File: src/hw/rtl/sae_pkg.sv
`default_nettype none
package sae_pkg;

	localparam int SAE_STACK_DEPTH = 64;

	localparam int WORD_W  = 32;
	localparam int CMD_W   = 3;
	localparam int STAT_W  = 2;
	localparam int DEPTH_W = 7;

	// Stream widths, rounded up to whole bytes.
	localparam int IN_W  = ((CMD_W + WORD_W + 7) / 8) * 8;
	localparam int OUT_W = ((STAT_W + WORD_W + DEPTH_W + 7) / 8) * 8;

	typedef enum logic [CMD_W-1:0] {
		CMD_PUSH = 3'd0,
		CMD_SWAP = 3'd1,
		CMD_ADD  = 3'd2,
		CMD_SUB  = 3'd3,
		CMD_DIV  = 3'd4,
		CMD_NOP  = 3'd5
	} cmd_t;

	typedef enum logic [STAT_W-1:0] {
		STAT_OK      = 2'd0,
		STAT_SHORT   = 2'd1,
		STAT_DIVZERO = 2'd2,
		STAT_FULL    = 2'd3
	} status_t;

	typedef enum logic [2:0] {
		ST_IDLE,
		ST_DECODE,
		ST_READ,
		ST_CALC,
		ST_RESP
	} state_t;

	typedef enum logic [1:0] {
		ALU_ADD,
		ALU_SUB,
		ALU_DIV
	} alu_op_t;

	typedef struct packed {
		logic    start;
		alu_op_t op;
	} alu_req_t;

endpackage
`default_nettype wire

File: src/hw/rtl/stack_alu_engine_unit.sv
`default_nettype none
// Stack machine ALU over signed 32-bit words. Each input transfer carries an opcode
// (push, swap, add, sub, div, nop) and a push value; each one gives exactly one output
// transfer with a status, the new top of stack (zero when empty) and the new depth.
// The top entry is held in a register and the entries below it in a RAM of STACK_DEPTH
// words with one write port and one registered read port. Items are handled one at a
// time, and ready returns only once the result sits in the output register: push, nop
// and items rejected for a short stack pass through ST_DECODE and ST_RESP, swap and division by
// zero through ST_READ too, and add, sub and div also wait in ST_CALC for the ALU, whose
// divider produces one quotient bit per cycle. A result stalled at the output keeps the item
// in ST_RESP until the output register is free. Errors leave the stack unchanged.
module stack_alu_engine_unit #(
	parameter int STACK_DEPTH = sae_pkg::SAE_STACK_DEPTH
) (
	input  wire logic                      clk,
	input  wire logic                      arst_n,
	input  wire logic                      s_tvalid,
	output logic                           s_tready,
	// [2:0] cmd, [34:3] push_value, [39:35] zero
	input  wire logic [sae_pkg::IN_W-1:0]  s_tdata,
	output logic                           m_tvalid,
	input  wire logic                      m_tready,
	// [1:0] status, [33:2] top_value, [40:34] depth_now, [47:41] zero
	output logic      [sae_pkg::OUT_W-1:0] m_tdata
);

	import sae_pkg::*;

	localparam int AW = $clog2(STACK_DEPTH);
	localparam int CW = $clog2(STACK_DEPTH + 1);

	state_t            state_q, state_d;
	cmd_t              cmd_q;
	logic [WORD_W-1:0] val_q;
	logic [CW-1:0]     count_q;
	logic [WORD_W-1:0] top_q;
	status_t           status_q;
	logic              out_valid_q;
	logic [OUT_W-1:0]  out_data_q;

	logic [CW-1:0]     cnt_m1, cnt_m2;
	logic              we;
	logic [AW-1:0]     waddr;
	logic [WORD_W-1:0] wdata;
	logic [WORD_W-1:0] rdata;
	alu_req_t          alu_req;
	logic              alu_done;
	logic [WORD_W-1:0] alu_result;
	logic              top_ld, cnt_inc, cnt_dec, stat_ld, out_ld, slot_free;
	logic [WORD_W-1:0] top_d;
	status_t           stat_d;
	logic [WORD_W-1:0] top_out;

	assign cnt_m1    = count_q - CW'(1);
	assign cnt_m2    = count_q - CW'(2);
	assign slot_free = !out_valid_q || m_tready;

	sae_ram #(
		.WIDTH (WORD_W),
		.DEPTH (STACK_DEPTH)
	) u_ram (
		.clk   (clk),
		.we    (we),
		.waddr (waddr),
		.wdata (wdata),
		.raddr (cnt_m2[AW-1:0]),
		.rdata (rdata)
	);

	sae_alu u_alu (
		.clk    (clk),
		.arst_n (arst_n),
		.req    (alu_req),
		.a      (rdata),
		.b      (top_q),
		.done   (alu_done),
		.result (alu_result)
	);

	always_ff @(posedge clk or negedge arst_n) begin
		if (!arst_n) begin
			state_q <= ST_IDLE;
		end else begin
			state_q <= state_d;
		end
	end

	always_comb begin
		state_d       = state_q;
		s_tready      = 1'b0;
		we            = 1'b0;
		waddr         = cnt_m1[AW-1:0];
		wdata         = top_q;
		alu_req.start = 1'b0;
		alu_req.op    = ALU_ADD;
		top_ld        = 1'b0;
		top_d         = top_q;
		cnt_inc       = 1'b0;
		cnt_dec       = 1'b0;
		stat_ld       = 1'b0;
		stat_d        = STAT_OK;
		out_ld        = 1'b0;
		case (state_q)
			ST_IDLE: begin
				s_tready = 1'b1;
				if (s_tvalid) begin
					state_d = ST_DECODE;
				end
			end
			ST_DECODE: begin
				stat_ld = 1'b1;
				state_d = ST_RESP;
				case (cmd_q)
					CMD_PUSH: begin
						if (count_q == CW'(STACK_DEPTH)) begin
							stat_d = STAT_FULL;
						end else begin
							// The old top moves down into the RAM.
							we      = (count_q != '0);
							top_ld  = 1'b1;
							top_d   = val_q;
							cnt_inc = 1'b1;
						end
					end
					CMD_SWAP, CMD_ADD, CMD_SUB, CMD_DIV: begin
						if (count_q < CW'(2)) begin
							stat_d = STAT_SHORT;
						end else begin
							state_d = ST_READ;
						end
					end
					default: begin
					end
				endcase
			end
			ST_READ: begin
				stat_ld = 1'b1;
				state_d = ST_RESP;
				if (cmd_q == CMD_SWAP) begin
					we     = 1'b1;
					waddr  = cnt_m2[AW-1:0];
					top_ld = 1'b1;
					top_d  = rdata;
				end else if (cmd_q == CMD_DIV && top_q == '0) begin
					stat_d = STAT_DIVZERO;
				end else begin
					alu_req.start = 1'b1;
					case (cmd_q)
						CMD_ADD: alu_req.op = ALU_ADD;
						CMD_SUB: alu_req.op = ALU_SUB;
						default: alu_req.op = ALU_DIV;
					endcase
					state_d = ST_CALC;
				end
			end
			ST_CALC: begin
				if (alu_done) begin
					top_ld  = 1'b1;
					top_d   = alu_result;
					cnt_dec = 1'b1;
					state_d = ST_RESP;
				end
			end
			ST_RESP: begin
				if (slot_free) begin
					out_ld  = 1'b1;
					state_d = ST_IDLE;
				end
			end
			default: begin
				state_d = ST_IDLE;
			end
		endcase
	end

	always_ff @(posedge clk or negedge arst_n) begin
		if (!arst_n) begin
			count_q     <= '0;
			out_valid_q <= 1'b0;
		end else begin
			if (cnt_inc) begin
				count_q <= count_q + CW'(1);
			end else if (cnt_dec) begin
				count_q <= cnt_m1;
			end
			if (out_ld) begin
				out_valid_q <= 1'b1;
			end else if (m_tready) begin
				out_valid_q <= 1'b0;
			end
		end
	end

	assign top_out = (count_q != '0) ? top_q : '0;

	always_ff @(posedge clk) begin
		if (s_tvalid && s_tready) begin
			cmd_q <= cmd_t'(s_tdata[CMD_W-1:0]);
			val_q <= s_tdata[CMD_W +: WORD_W];
		end
		if (top_ld) begin
			top_q <= top_d;
		end
		if (stat_ld) begin
			status_q <= stat_d;
		end
		if (out_ld) begin
			out_data_q <= OUT_W'({DEPTH_W'(count_q), top_out, status_q});
		end
	end

	assign m_tvalid = out_valid_q;
	assign m_tdata  = out_data_q;

endmodule
`default_nettype wire

File: src/hw/rtl/sae_ram.sv
`default_nettype none
module sae_ram #(
	parameter int WIDTH = 32,
	parameter int DEPTH = 64
) (
	input  wire logic                     clk,
	input  wire logic                     we,
	input  wire logic [$clog2(DEPTH)-1:0] waddr,
	input  wire logic [WIDTH-1:0]         wdata,
	input  wire logic [$clog2(DEPTH)-1:0] raddr,
	output logic      [WIDTH-1:0]         rdata
);

	logic [WIDTH-1:0] mem_q [DEPTH];
	logic [WIDTH-1:0] rdata_q;

	always_ff @(posedge clk) begin
		if (we) begin
			mem_q[waddr] <= wdata;
		end
		rdata_q <= mem_q[raddr];
	end

	assign rdata = rdata_q;

endmodule
`default_nettype wire

File: src/hw/rtl/sae_alu.sv
`default_nettype none
module sae_alu (
	input  wire logic                      clk,
	input  wire logic                      arst_n,
	input  wire sae_pkg::alu_req_t         req,
	input  wire logic [sae_pkg::WORD_W-1:0] a,
	input  wire logic [sae_pkg::WORD_W-1:0] b,
	output logic                           done,
	output logic      [sae_pkg::WORD_W-1:0] result
);

	import sae_pkg::*;

	localparam int CNT_W = $clog2(WORD_W + 1);

	logic              busy_q;
	logic              done_q;
	logic [CNT_W-1:0]  cnt_q;
	logic              neg_q;
	logic [WORD_W-1:0] quo_q;
	logic [WORD_W-1:0] rem_q;
	logic [WORD_W-1:0] mb_q;
	logic [WORD_W-1:0] result_q;

	logic [WORD_W:0]   rem_sh;
	logic [WORD_W:0]   diff;
	logic              ge;

	// One restoring step: shift in the next dividend bit and try the subtract.
	assign rem_sh = {rem_q, quo_q[WORD_W-1]};
	assign diff   = rem_sh - {1'b0, mb_q};
	assign ge     = !diff[WORD_W];

	always_ff @(posedge clk or negedge arst_n) begin
		if (!arst_n) begin
			busy_q <= 1'b0;
			done_q <= 1'b0;
			cnt_q  <= '0;
		end else begin
			if (req.start) begin
				case (req.op)
					ALU_ADD, ALU_SUB: begin
						done_q <= 1'b1;
					end
					default: begin
						done_q <= 1'b0;
						busy_q <= 1'b1;
						cnt_q  <= CNT_W'(WORD_W);
					end
				endcase
			end else if (busy_q) begin
				if (cnt_q != '0) begin
					done_q <= 1'b0;
					cnt_q  <= cnt_q - CNT_W'(1);
				end else begin
					busy_q <= 1'b0;
					done_q <= 1'b1;
				end
			end else begin
				done_q <= 1'b0;
			end
		end
	end

	always_ff @(posedge clk) begin
		if (req.start) begin
			case (req.op)
				ALU_ADD: begin
					result_q <= a + b;
				end
				ALU_SUB: begin
					result_q <= a - b;
				end
				default: begin
					quo_q <= a[WORD_W-1] ? (WORD_W'(0) - a) : a;
					mb_q  <= b[WORD_W-1] ? (WORD_W'(0) - b) : b;
					rem_q <= '0;
					neg_q <= a[WORD_W-1] ^ b[WORD_W-1];
				end
			endcase
		end else if (busy_q) begin
			if (cnt_q != '0) begin
				quo_q <= {quo_q[WORD_W-2:0], ge};
				rem_q <= ge ? diff[WORD_W-1:0] : rem_sh[WORD_W-1:0];
			end else begin
				// Signs differ: the quotient is negated, which truncates toward zero.
				result_q <= neg_q ? (WORD_W'(0) - quo_q) : quo_q;
			end
		end
	end

	assign done   = done_q;
	assign result = result_q;

endmodule
`default_nettype wire

File: config.mk
export PLATFORM = sky130hd
export DESIGN_NAME = stack_alu_engine_unit
export DESIGN_NICKNAME = d
export VERILOG_FILES = /design/src/hw/rtl/sae_pkg.sv /design/src/hw/rtl/stack_alu_engine_unit.sv /design/src/hw/rtl/sae_ram.sv /design/src/hw/rtl/sae_alu.sv
export SDC_FILE = /design/constraint.sdc
export NUM_CORES = 2
export LEC_CHECK = 0
export BUFFER_PORTS_ARGS = -buffer_cell sky130_fd_sc_hd__buf_2
export CORE_AREA = 2 2 478 480
export CTS_CLUSTER_DIAMETER = 50
export DETAILED_ROUTE_END_ITERATION = 10
export DIE_AREA = 0 0 480 482
export GPL_TIMING_DRIVEN = 0
export HOLD_SLACK_MARGIN = 0.08
export PLACE_DENSITY = 0.56
export SLEW_MARGIN = 25
export SYNTH_ARGS = -nofsm -noshare
export SYNTH_HDL_FRONTEND = slang
export SYNTH_SLANG_ARGS = --single-unit
File: constraint.sdc
create_clock -name clk -period 16.87 [get_ports clk]
set_input_delay 0.8435 -clock clk [delete_from_list [all_inputs] [get_ports clk]]
set_output_delay 0.8435 -clock clk [all_outputs]
set_load 0.03 [all_outputs]
# Word level (Yosys, flattened, before mapping)
# Memory sizes are Yosys's and may differ from the RTL's. A register that Yosys moved wholly into a read port is not among the register bits.
# Index checks and enable logic that the tools add are counted.
# word_totals
reg_bits	258
latchBits	0
mem_bits_rw	2048
mem_bits_ro	0
inputBits	44
output_inout_bits	50
elab_cells	148
memories	1
# mem_list
memory	depth	word_bits	read_ports	rd_clocked_by_memory_dff	wr	line	rtl
u_ram.mem_q	64	32	1	1	1	sae_ram.sv:14	logic [WIDTH-1:0] mem_q [DEPTH];
# classes
addsub	10
multipliers	0
div_mod_pow	0
n_lt_le_gt_ge	1
n_eq_ne	19
n_shift	0
mux	73
n_bitwise	2
n_reduce_logical	24
# op_table
op	n
2-to-1 mux 32 bit	18
one-hot mux 32 bit (3 select lines)	1
subtractor 1 x 32 -> 32 bit, first input constant	3
one-hot mux 32 bit (2 select lines)	1
2-to-1 mux 6 bit	6
subtractor 33 x 32 -> 33 bit	1
adder 32 bit	1
zero test 32 bit	1
subtractor 32 bit	1
2-to-1 mux 31 bit	1
2-to-1 mux 3 bit	10
2-to-1 mux 1 bit	25
one-hot mux 3 bit (5 select lines)	1
2-to-1 mux 7 bit	2
equality test 3 x 2 -> 1 bit, second input constant	4
inequality test 2 bit, second input constant	6
one-hot mux 2 bit (2 select lines)	3
AND reduction 3 bit	3
nonzero test 2 bit	4
adder 7 x 1 -> 7 bit, second input constant	1
equality test 7 bit, second input constant	1
< comparator 7 x 2 -> 1 bit, second input constant	1
nonzero test 7 bit	1
subtractor 7 x 1 -> 7 bit, second input constant	1
23 further kinds	32

# Longest topological paths before layout
# depth
word_depth	9
ltp_mapped	18
depth_no_buf	17

# Modules after synthesis
# Synthesis repeated with hierarchy kept, for this count alone.
# unflattened
cells_unflattened	4965
area_unflattened_um2	95158.8
# by_module_without_submodules
mod	instances	cells_per_inst	area_each_um2	seq_area_each_um2
sae_ram	1	3324	78515.3	62139.6
sae_alu	1	1235	11275.8	4073.9
stack_alu_engine_unit	1	406	5367.6	3578.4

# Worst setup path before layout
# Ideal clock, no wire load.
# synth_path
kind	register -> register
start	reg top_q[6]
end	reg u_alu.cnt_q[4]
setup_time_ns	0.181
t_arrival_ns	6.049
slack_ns	10.640
path_stages_with_launch	13
path_buffers	3
cell_sequence	edfxtp_1 clkbuf_1 nor4_1 and4b_1 nand3_1 or2_1 o211a_1 clkbuf_1 o22a_1 clkbuf_1 nand3_1 xor2_1 nor2_1
# synth_between
elab_chain_len	9
word_cells_on_any_way	13
classes_between	eq/ne (2); mux (4); reduce/logical (7)
# synth_rtl
element	line	rtl
start, declared	stack_alu_engine_unit.sv:36	logic [WORD_W-1:0] top_q;
start signal, assigned	stack_alu_engine_unit.sv:202	top_q <= top_d;
zero test 32 bit (*)	stack_alu_engine_unit.sv:144	end else if (cmd_q == CMD_DIV && top_q == '0) begin
logical AND 1 bit (*)	stack_alu_engine_unit.sv:144	
2-to-1 mux 3 bit (*)	stack_alu_engine_unit.sv:144	
2-to-1 mux 3 bit (*)	stack_alu_engine_unit.sv:139	if (cmd_q == CMD_SWAP) begin
2-to-1 mux 3 bit (*)	stack_alu_engine_unit.sv:103	case (state_q)
equality test 2 x 1 -> 1 bit or zero test 2 bit (tied branches)	sae_alu.sv:41	case (req.op)
OR reduction 2 bit (no line)	n/a	
inequality test 2 bit (no line)	n/a	
AND reduction 3 bit (no line)	n/a	
end signal, assigned	sae_alu.sv:48	cnt_q <= CNT_W'(WORD_W);
end signal, assigned	sae_alu.sv:54	cnt_q <= cnt_q - CNT_W'(1);
end, declared	sae_alu.sv:18	logic [CNT_W-1:0] cnt_q;
# Every way passes the cells marked *; elsewhere a longest branch is shown, timed or not.
# A chain may end at the register's enable or synchronous reset.

# Worst setup path in the final report
# layout_path
start	reg count_q[1]
end	mem u_ram.mem_q[18][20] (enable)
# layout_between
elab_chain_len	6
word_cells_on_any_way	11
classes_between	add/sub (2); eq/ne (1); mux (7); reduce/logical (1)
# layout_rtl
element	line	rtl
start, declared	stack_alu_engine_unit.sv:35	logic [CW-1:0] count_q;
start signal, assigned	stack_alu_engine_unit.sv:182	count_q <= count_q + CW'(1);
start signal, assigned	stack_alu_engine_unit.sv:184	count_q <= cnt_m1;
equality test 7 bit or nonzero test 7 bit (tied branches)	stack_alu_engine_unit.sv:115, stack_alu_engine_unit.sv:119	
2-to-1 mux 1 bit	stack_alu_engine_unit.sv:115	if (count_q == CW'(STACK_DEPTH)) begin
2-to-1 mux 1 bit	stack_alu_engine_unit.sv:113	case (cmd_q)
one-hot mux 1 bit (2 select lines)	stack_alu_engine_unit.sv:103	
2-to-1 mux 1 bit	sae_ram.sv:18	if (we) begin
2-to-1 mux 1 bit (not written as such)	sae_ram.sv:19	mem_q[waddr] <= wdata;
end, declared	sae_ram.sv:14	
# Several ways; a longest one is shown, not always the timed one.

==> results by group <==
Run status
  – Status: completed

Critical path
  – CP Max Fanout: 12
  – Crit path buf inv count: 9
  – Cell depth of the worst setup path: 14
  – FF-to-FF Start: count_q[1]$_DFFE_PN0P_
  – CP Capture Type: flop
  – CP max stage delay: 0.78 ns
  – Worst path cell trace: clkbuf_1, clkbuf_1, clkbuf_2, clkbuf_1, inv_1, ha_1, clkbuf_2, buf_2, o21ai_1, nor2_1, nand2_1, nor2_4, buf_16, buf_8
  – R2R depth: 14
  – WS Path Type: reg -> reg
  – R2r setup slk: between 8 and 9 ns
  – Worst Setup SP: count_q[1]$_DFFE_PN0P_
  – Worst path slowest cell: clkbuf_1
  – Worst R2R End: u_ram.mem_q[18][20]$_DFFE_PP_
  – Arr. time, crit path: 8.73 ns
  – Critical path endpoint: u_ram.mem_q[18][20]$_DFFE_PP_
  – Critical Path RT: 17.46 ns
  – Most frequent CP cell: clkbuf_1
  – Crit start category: flop
  – Top delay family on crit path: buffers and inverters

Synthesis
  – Cell area after synthesis: approximately 95,000 um^2
  – Sequential-to-total area share from yosys stat: 73.8%
  – Post-synth top cells: 2,287 x edfxtp_1, 661 x mux4_2, 194 x nand2_1
  – Number of enable flip-flop cells after synthesis: between 2,000 and 2,500
  – Ys flop type: edfxtp_1
  – Async SR Flop Fraction: 0.813%
  – Post-synth cell types: 80
  – Synth top area share: 72.6%
  – Most area-hungry cell type in the Yosys netlist: edfxtp_1
  – Register bit count reported by yosys: ~2,300
  – Top cells by area, synth: edfxtp_1 73%, mux4_2 16%, ha_1 0.97%
  – Total of warnings raised by yosys: 0
  – Most frequent cell after synthesis: edfxtp_1
  – Syn_area_per_cell: about 20 um^2
  – Post-Syn Instances: 4,644

Place
  – Post-DP Area: ~100,000 um^2
  – Dpl ws: 8.79 ns
  – Detailed Place HPWL: 195,000 um
  – Placed Cells: 7,981
  – PortBufs: slightly above 80
  – Placer Congestion: between 0.9 and 1

CTS
  – Root buf cell: clkbuf_16
  – H-tree Lvls: 5
  – Resize count post-CTS: 0
  – CTS tree: built
  – Maximum clock path buffer count: 4
  – # hold bufs at CTS: 34
  – Worst-Skew Late Latency: between 0.9 and 1 ns
  – Post-CTS Repair Setup Buffers: 0
  – Sink Count: 2,338
  – Number of CTS-inserted buffers: between 200 and 300
  – Clk pin slew, worst setup/hold paths: 0.06 ns

Floorplan
  – Die height: 482 um
  – CORE AREA: 226,000 um^2
  – Die X: about 480 um
  – Die area: 231,000 um^2
  – Initial Utilization: 41.8%
  – I/O pins: 94
  – Row count: 175

Flow run
  – Max Cap Viol: 0

Timing
  – Fmax: 123 MHz
  – Worst setup margin: 8.73 ns
  – Final period util: 48.3%
  – Final hold vios: 0
  – # setup viols final: 0
  – Total Neg Setup Slack: 0 ns
  – Worst slew pin tran: 1.12 ns
  – Rel. slew slack: 25.2%
  – RSZ-0062 raised after global routing: no
  – Clk_skew: roughly 0.051 ns
  – Period minus WS final: 8.14 ns
  – Fin. max-slew vios: 0

Route
  – DR WL/cell: 32.5 um
  – DR vias: 50,400
  – 1st-pass router iterations: 6
  – DRC viols: 0
  – Routed WL: 277,000 um
  – Vias per inst: 5.92
  – Detail Route Antenna Nets: 0
  – DRT iter0 DRCs: between 5,000 and 6,000

GRT
  – GRT Residual Overflow: 0
  – GRT met3 Usage: under 10%
  – Routing usage on met2: a little under two fifths
  – Largest net degree at the start of global routing: 42
  – Global-route wire length before repair: 386,000 um
  – Initial antenna violation count: 20
  – GRT Total Usage: 23.8%
  – GR peak layer: met2
  – Vias in the first global route: 50,100
  – Grt met1 use: approximately a third

Cells and area
  – Finished Layout Cells: 8,504
  – Area growth from synthesis to layout: 20.3%
  – Final Cell Area: 114,000 um^2
  – Layout cells sized above 1: roughly 29%
  – Final net count: 5,409
  – Util after Layout: 50.3%

Pwr
  – Cell Pwr Density: 181 nW/um^2
  – Pleak: 36.9 nW
  – Peak VDD IR: 131 uV

Worst hold path
  – Min-delay src: s_tdata[0]
  – Hold Path Class: in -> reg
## routing by layer
metal	share of wire, %	vias to the layer above
li1	-	20500
met1	42	27000
met2	47	2348
met3	7.9	448
met4	3.1	4
met5	0.0098	-
## cell type report
class | instances | area (um^2)
diodes | 6 | 15.0
plain buffers | 237 | 1060
clock buffers | 322 | 7330
clock inverters | 160 | 1610
fillers | 18200 | 113000
inverters | 64 | 240
multi-input cells | 2011 | 24200
flip-flops and latches | 2338 | 69800
well taps | 3009 | 3760
repair buffers | 357 | 5820
## logic make-up (layout without fill, tap and decap cells)
family	after synthesis	after routing	share of synthesized area, %
XOR/XNOR	178	178	1.65
other	1	13	0.00396
buffers and inverters	301	1140	1.26
AO/OA/AOI/OAI	403	403	2.68
multiplexers	733	733	16.5
adder cells (fa/ha/maj)	75	75	1.01
flip-flops	2338	2338	73.8
AND/OR/NAND/NOR	615	615	3.14
## cells in the final DEF (no fill, tap or decap), types with 62 or more instances in the layout
master	n
edfxtp_1	2287
o21ai_1	69
xor2_1	95
o21ai_0	71
buf_8	96
clkbuf_1	153
nor2_4	65
ha_1	73
a21oi_1	91
xnor2_1	81
mux2i_1	67
mux4_2	661
nand2_1	193
buf_16	101
inv_1	62
nor2_1	111
buf_2	128
clkbuf_16	288
## how the worst min path moves through the flow
stage	endpoint	slack [ns]	depth (start not counted)
global placement	m_tdata[0]$_DFFE_PP_	0.41	0
global route	cmd_q[0]$_DFFE_PP_	0.12	1
CTS	cmd_q[0]$_DFFE_PP_	0.11	1
finish	cmd_q[0]$_DFFE_PP_	0.16	1
floorplan	m_tdata[0]$_DFFE_PP_	0.40	0
detailed placement	m_tdata[1]$_DFFE_PP_	0.43	0
## stage by stage
step	hold slack, ns	power [mW]
6_report	0.162	20.6
5_1_grt	0.115	21.3
4_1_cts	0.114	20.7
3_5_place_dp	0.430	14.8
3_3_place_gp	0.412	14.5
2_1_floorplan	0.400	11.6
## where the power goes
group	total, mW	switching (mW)	internal (mW)
combinational	7.48	4.54	2.94
sequential	7.18	0.316	6.86
clock	5.92	2.38	3.54
## sequential cells by signal (all words and copies together), names as in the netlist, 2 cells and up
name          count
cmd_q             3
u_alu.mb_q       32
u_ram.rdata      32
u_alu.result     32
u_alu.quo_q      32
u_alu.rem_q      32
u_ram.mem_q    2048
status_q          2
state_q           3
count_q           7
m_tdata          41
u_alu.cnt_q       6
val_q            32
top_q            32
## worst register-to-register path: stages (launching register included)
cell	delay [ns]
dfrtp_1	0.50
clkbuf_1	0.71
clkbuf_1	0.79
clkbuf_2	0.62
clkbuf_1	0.71
inv_1	0.46
ha_1	0.56
clkbuf_2	0.59
buf_2	0.59
o21ai_1	0.29
nor2_1	0.23
nand2_1	0.56
nor2_4	0.78
buf_16	0.24
buf_8	0.20
(Power assumes the default switching activity.)
